[config.mk]
export PLATFORM = sky130hd
export DESIGN_NAME = cpds_div
export DESIGN_NICKNAME = d
export VERILOG_FILES = /design/src/sv/cpds_pkg.sv /design/src/sv/cpds_div.sv
export SDC_FILE = /design/constraint.sdc
export NUM_CORES = 1
export LEC_CHECK = 0
export BUFFER_PORTS_ARGS = -buffer_cell sky130_fd_sc_hd__buf_2
export CORE_MARGIN = 2
export CORE_UTILIZATION = 24
export CTS_BUF_LIST = sky130_fd_sc_hd__clkbuf_8
export CTS_CLUSTER_SIZE = 14
export DETAILED_ROUTE_END_ITERATION = 10
export SYNTH_ARGS = -nofsm -noshare
export SYNTH_HDL_FRONTEND = slang
export SYNTH_SLANG_ARGS = --single-unit
[constraint.sdc]
create_clock -name aclk -period 3.4 [get_ports aclk]
set_input_delay 0.34 -clock aclk [delete_from_list [all_inputs] [get_ports aclk]]
set_output_delay 0.34 -clock aclk [all_outputs]
set_load 0.005 [all_outputs]
[src/sv/cpds_pkg.sv]
// shared types, constants and saturation helpers for the capture point simulator
package cpds_pkg;

    localparam int FRAC_BITS = 16;

    // outcome codes
    localparam logic [2:0] OUT_CAPTURE   = 3'd0;
    localparam logic [2:0] OUT_OVERSHOOT = 3'd1;
    localparam logic [2:0] OUT_UNDERSHOOT = 3'd2;
    localparam logic [2:0] OUT_SLIP      = 3'd3;
    localparam logic [2:0] OUT_LIMIT     = 3'd4;

    // configuration register indexes
    localparam logic [2:0] REG_GRAVITY   = 3'd0;
    localparam logic [2:0] REG_FRICTION  = 3'd1;
    localparam logic [2:0] REG_POS_TOL   = 3'd2;
    localparam logic [2:0] REG_SPEED_TOL = 3'd3;
    localparam logic [2:0] REG_STEP_SIZE = 3'd4;

    // register reset values
    localparam logic [30:0] GRAVITY_RST   = 31'd642253;
    localparam logic [30:0] FRICTION_INF  = 31'h7FFF_FFFF;
    localparam logic [30:0] POS_TOL_RST   = 31'd328;
    localparam logic [30:0] SPEED_TOL_RST = 31'd655;
    localparam logic [30:0] STEP_SIZE_RST = 31'd655;

    // sequencer states
    typedef enum logic [5:0] {
        ST_IDLE, ST_CHECK, ST_SLOPE0_WAIT, ST_TOP, ST_BEND_MUL, ST_SLOPE,
        ST_DXS_MUL, ST_DENOM, ST_NXDX, ST_NYDY, ST_DNORM, ST_NXDY, ST_DTANG,
        ST_FRIC, ST_VXVX, ST_VV, ST_VVB, ST_TERM, ST_DXT, ST_AX_START,
        ST_AX_WAIT, ST_VSTEP, ST_PX, ST_REL, ST_RELSQ, ST_RR, ST_RS, ST_PY,
        ST_ASTEP, ST_VX, ST_VY_MUL, ST_VY, ST_FIN
    } state_t;

    // divider status
    typedef struct packed {
        logic busy;
        logic done;
    } div_status_t;

    // saturate a 64-bit signed value to 32 bits
    function automatic logic signed [31:0] sat32(input logic signed [63:0] v);
        logic signed [31:0] r;
        if (v > 64'sh0000_0000_7FFF_FFFF) begin
            r = 32'sh7FFF_FFFF;
        end else if (v < -64'sh0000_0000_8000_0000) begin
            r = 32'sh8000_0000;
        end else begin
            r = v[31:0];
        end
        return r;
    endfunction

    // magnitude of a 33-bit signed value
    function automatic logic [32:0] abs33(input logic signed [32:0] v);
        logic [32:0] r;
        r = (v < 0) ? 33'(-v) : 33'(v);
        return r;
    endfunction

endpackage

[src/sv/cpds_div.sv]
// radix-2 restoring divider, signed 64 by 32, quotient truncated and saturated
module cpds_div
    import cpds_pkg::*;
(
    input  logic               aclk,
    input  logic               aresetn,
    input  logic               start,
    input  logic signed [63:0] dividend,
    input  logic signed [31:0] divisor,
    output logic signed [31:0] quot,
    output div_status_t        status
);

    logic        busy_reg, busy_next;
    logic        done_reg, done_next;
    logic [5:0]  cnt_reg, cnt_next;
    logic [63:0] num_reg, num_next;
    logic [32:0] rem_reg, rem_next;
    logic [31:0] den_reg, den_next;
    logic        neg_reg, neg_next;
    logic [32:0] rem_sh;

    // one quotient bit a cycle
    always_comb begin
        busy_next = busy_reg;
        done_next = 1'b0;
        cnt_next  = cnt_reg;
        num_next  = num_reg;
        rem_next  = rem_reg;
        den_next  = den_reg;
        neg_next  = neg_reg;
        rem_sh    = {rem_reg[31:0], num_reg[63]};
        if (start) begin
            busy_next = 1'b1;
            cnt_next  = '0;
            rem_next  = '0;
            num_next  = (dividend < 0) ? 64'(-dividend) : 64'(dividend);
            den_next  = (divisor < 0) ? 32'(-divisor) : 32'(divisor);
            neg_next  = dividend[63] ^ divisor[31];
        end else if (busy_reg) begin
            if (rem_sh >= {1'b0, den_reg}) begin
                rem_next = rem_sh - {1'b0, den_reg};
                num_next = {num_reg[62:0], 1'b1};
            end else begin
                rem_next = rem_sh;
                num_next = {num_reg[62:0], 1'b0};
            end
            cnt_next = cnt_reg + 6'd1;
            if (cnt_reg == 6'd63) begin
                busy_next = 1'b0;
                done_next = 1'b1;
            end
        end
    end

    always_ff @(posedge aclk) begin
        if (!aresetn) begin
            busy_reg <= 1'b0;
            done_reg <= 1'b0;
        end else begin
            busy_reg <= busy_next;
            done_reg <= done_next;
        end
        cnt_reg <= cnt_next;
        num_reg <= num_next;
        rem_reg <= rem_next;
        den_reg <= den_next;
        neg_reg <= neg_next;
    end

    // sign and saturation of the quotient
    always_comb begin
        if (neg_reg) begin
            if (num_reg > 64'h0000_0000_8000_0000) begin
                quot = 32'sh8000_0000;
            end else begin
                quot = -$signed(num_reg[31:0]);
            end
        end else begin
            if (num_reg > 64'h0000_0000_7FFF_FFFF) begin
                quot = 32'sh7FFF_FFFF;
            end else begin
                quot = $signed(num_reg[31:0]);
            end
        end
    end

    assign status.busy = busy_reg;
    assign status.done = done_reg;

endmodule

==> out/qor.json <==
{
  "htree_num_levels": 4,
  "critical_path_buf_inv_count": 3,
  "detailedPlacementHpwl_um": 23540,
  "detailroute.via_count": 9789,
  "rr_worst_depth": 11,
  "dieWidth_um": 212.6,
  "rows": 76,
  "hp-class": "primary input to register",
  "endpoint_kind": "output port",
  "worst_setup_path_start_kind": "register",
  "setup.worst_path.class": "register to output port",
  "achievable-frequency_mhz": 284.4,
  "cts-root-buf": "sky130_fd_sc_hd__clkbuf_8",
  "grt.met1_usage_pct": 16.78,
  "most-common-layout-cells": "sky130_fd_sc_hd__nor2_1, sky130_fd_sc_hd__buf_2, sky130_fd_sc_hd__a21oi_1",
  "drive_gt1_share_pct": 22.86,
  "slew_violations": 0,
  "dr.first_iter.drc_count": 757,
  "ys_seq_elements": 137,
  "floorplan.initialDensity_pct": 24.29,
  "detail_route.vias_per_cell": 4.951,
  "gr_peak_layer": "met2",
  "cpPeakStageDelay_ns": 0.57,
  "drt-wirelength-per-cell_um": 15.75,
  "max-vdd-ir-drop_v": 0.0002030,
  "grt_pass1_vias": 9318,
  "regToRegSetupSlack_ns": 0.19,
  "synth.avg_cell_area_um2": 8.510,
  "overflow": 0,
  "grt_pass1_wl_um": 48850,
  "detail_route.wirelength_um": 31130,
  "timing_hold_violations_final": 0,
  "dieHeight_um": 212.6,
  "clock_path_buffers": 2,
  "crit_path_top_delay_cell": "sky130_fd_sc_hd__or4_1",
  "tritoncts": "built",
  "initial_antenna_violation_count": 4,
  "drt-pass1-iter-count": 5,
  "yosysUniqueCellTypes": 76,
  "finalSetupViolations": 19,
  "pre_cts_ws_ns": 0.04939,
  "number_of_remaining_drc_errors": 0,
  "cts.clk_slew.worst_paths_ns": 0.08,
  "max_capacitance_violation_total": 0,
  "synth_top_cell_by_area": "sky130_fd_sc_hd__edfxtp_1",
  "tritoncts_num_sinks": 137,
  "power_per_cell_area_nw_per_um2": 395.9,
  "layout_worst_path_cycle_share_pct": 103.4,
  "routabilityCongestion": 0.8985,
  "pin_count_of_the_biggest_net_entering_global_routing": 76,
  "insertion_delay_ns": 0.50,
  "crit_chain": "or4_1, or3_1, o41ai_2, and2_4, buf_8, buf_12, a21o_1, nand2_1, o311ai_2, buf_2",
  "timing.critical_path.max_delay_family": "simple AND/OR/NAND/NOR gates",
  "synth_enable_flop_cells": 97,
  "final_critical_path_setup_slack_ns": -0.1166,
  "synth_cells": 1227,
  "power.total_w": 0.005074,
  "required_ns": 3.06,
  "post-synth-top-area-fraction_pct": 27.90,
  "run_status": "finished with violations",
  "finalCoreUtilization_pct": 29.82,
  "io_pins": 133,
  "grt.total_usage_pct": 13.77,
  "final.hold.worst_slack_ns": 0.07395,
  "post-route-min-period_ns": 3.517,
  "total_leakage_power_nw": 4.928,
  "synth_flop_cell": "sky130_fd_sc_hd__edfxtp_1",
  "ys_warn_count": 0,
  "grt_setup_unrepaired": "yes",
  "dieArea_um2": 45190,
  "timing.critical_path.fanout_max": 7,
  "coreArea_um2": 42980,
  "setup_tns_ns": -0.9692,
  "mostFrequentLayoutCell": "sky130_fd_sc_hd__nor2_1",
  "design.final.nets": 1515,
  "gr-usage-met3_pct": 3.191,
  "total_nets_after_synthesis": 1363,
  "timing_worst_slew_pin_value_ns": 0.7969,
  "synth-async-reset-ratio_pct": 0,
  "failed_checks": "setup timing",
  "largest_reg_flops": 64,
  "worst-path-stages": 10,
  "port_buffers": 132,
  "cp.arrival_ns": 3.18,
  "finalClockSkew_ns": 0.01428,
  "share_of_synthesized_area_occupied_by_flip_flops_and_latches_pct": 35.57,
  "netlist_area_um2": 10440,
  "synth.area.top_cells": "sky130_fd_sc_hd__edfxtp_1, sky130_fd_sc_hd__dfxtp_1, sky130_fd_sc_hd__xor2_1",
  "layout_overhead_on_the_synthesized_area_pct": 22.76,
  "maxSlewHeadroom_pct": 46.87,
  "detail-route-antenna-nets": 0,
  "cts_inserted_buffers": 17,
  "grt.met2_usage_pct": 23.87,
  "hold_path_depth": 1
}
power by group:
group,internal (W),switching [W]
Combinational,0.000674,0.000914
Clock,0.000698,0.000658
Sequential,0.00200,0.000133
Total,0.00337,0.00171
final timing paths:
kind                                   from     endpoint
worst max-delay path            num_reg[29]     quot[18]
worst min-delay path             divisor[0]   den_reg[0]
worst max register to register  den_reg[20]  rem_reg[19]
worst min register to register  rem_reg[18]  rem_reg[19]
layout make-up:
type	count	area, um2
Sequential cell	137	3715
Clock inverter	14	142.6
Clock buffer	17	234.0
Inverter	55	206.4
Antenna cell	1	2.502
Timing Repair Buffer	201	1255
Tap cell	585	732.0
Multi-Input combinational cell	967	6530
Fill cell	4587	30160
synth_stat cells, types with 3 or more instances:
master	n
sky130_fd_sc_hd__xor2_1	70
sky130_fd_sc_hd__o21ai_0	61
sky130_fd_sc_hd__and3_1	5
sky130_fd_sc_hd__or2_2	8
sky130_fd_sc_hd__or3b_1	3
sky130_fd_sc_hd__o31ai_1	28
sky130_fd_sc_hd__o311ai_1	6
sky130_fd_sc_hd__nand2_1	99
sky130_fd_sc_hd__nand3_1	18
sky130_fd_sc_hd__o211ai_1	4
sky130_fd_sc_hd__nor4_1	20
sky130_fd_sc_hd__edfxtp_1	97
sky130_fd_sc_hd__o311ai_0	4
sky130_fd_sc_hd__o21ba_2	3
sky130_fd_sc_hd__a31o_2	3
sky130_fd_sc_hd__inv_1	54
sky130_fd_sc_hd__buf_4	3
sky130_fd_sc_hd__and2_1	4
sky130_fd_sc_hd__mux2i_1	23
sky130_fd_sc_hd__a21o_1	20
sky130_fd_sc_hd__clkbuf_1	55
sky130_fd_sc_hd__nor2_1	148
sky130_fd_sc_hd__or4_1	16
sky130_fd_sc_hd__buf_2	5
sky130_fd_sc_hd__a31oi_1	7
sky130_fd_sc_hd__a211oi_1	25
sky130_fd_sc_hd__o21a_1	11
sky130_fd_sc_hd__o41ai_2	5
sky130_fd_sc_hd__buf_1	4
sky130_fd_sc_hd__mux2_2	4
sky130_fd_sc_hd__xnor2_1	47
sky130_fd_sc_hd__or4_4	3
sky130_fd_sc_hd__nand4_1	18
sky130_fd_sc_hd__a21oi_1	121
sky130_fd_sc_hd__o21ai_1	8
sky130_fd_sc_hd__ha_1	36
sky130_fd_sc_hd__nor2b_1	12
sky130_fd_sc_hd__nor3_1	27
sky130_fd_sc_hd__o41ai_1	15
sky130_fd_sc_hd__dfxtp_1	40
sky130_fd_sc_hd__a311oi_1	10
sky130_fd_sc_hd__o31ai_2	5
sky130_fd_sc_hd__or3_1	18
sky130_fd_sc_hd__nor4b_1	3
sky130_fd_sc_hd__nand2b_1	13
metrics by stage:
step / area (um2) / cells
after global routing: 12810 / 1976
after global placement: 12000 / 1930
after floorplan: 10440 / 1227
after CTS: 12660 / 1969
after detailed placement: 12000 / 1930
final: 12820 / 1977
cell families after synthesis:
family | after synthesis | synth area share [%]
AO/OA/AOI/OAI | 355 | 22.42
flip-flops | 137 | 35.57
adder cells (fa/ha/maj) | 37 | 4.506
XOR/XNOR | 117 | 9.814
AND/OR/NAND/NOR | 431 | 20.40
buffers and inverters | 123 | 4.661
multiplexers | 27 | 2.636
per-layer routing:
metal	part of all wire, %	wire (um)
met5	0.055	17
met4	2.1	657
met3	5.2	1619
met2	49	15230
met1	44	13610
what timing repair did:
action / in CTS / in global routing
resized for setup: 52 / 26
setup endpoints to repair: 32 / 33
endpoints found under the hold margin: 1 / 0
hold buffers: 1 / 0
setup buffers: 7 / 7
pin swaps: 26 / 13
Note: power is estimated with default switching activity, not from simulation.
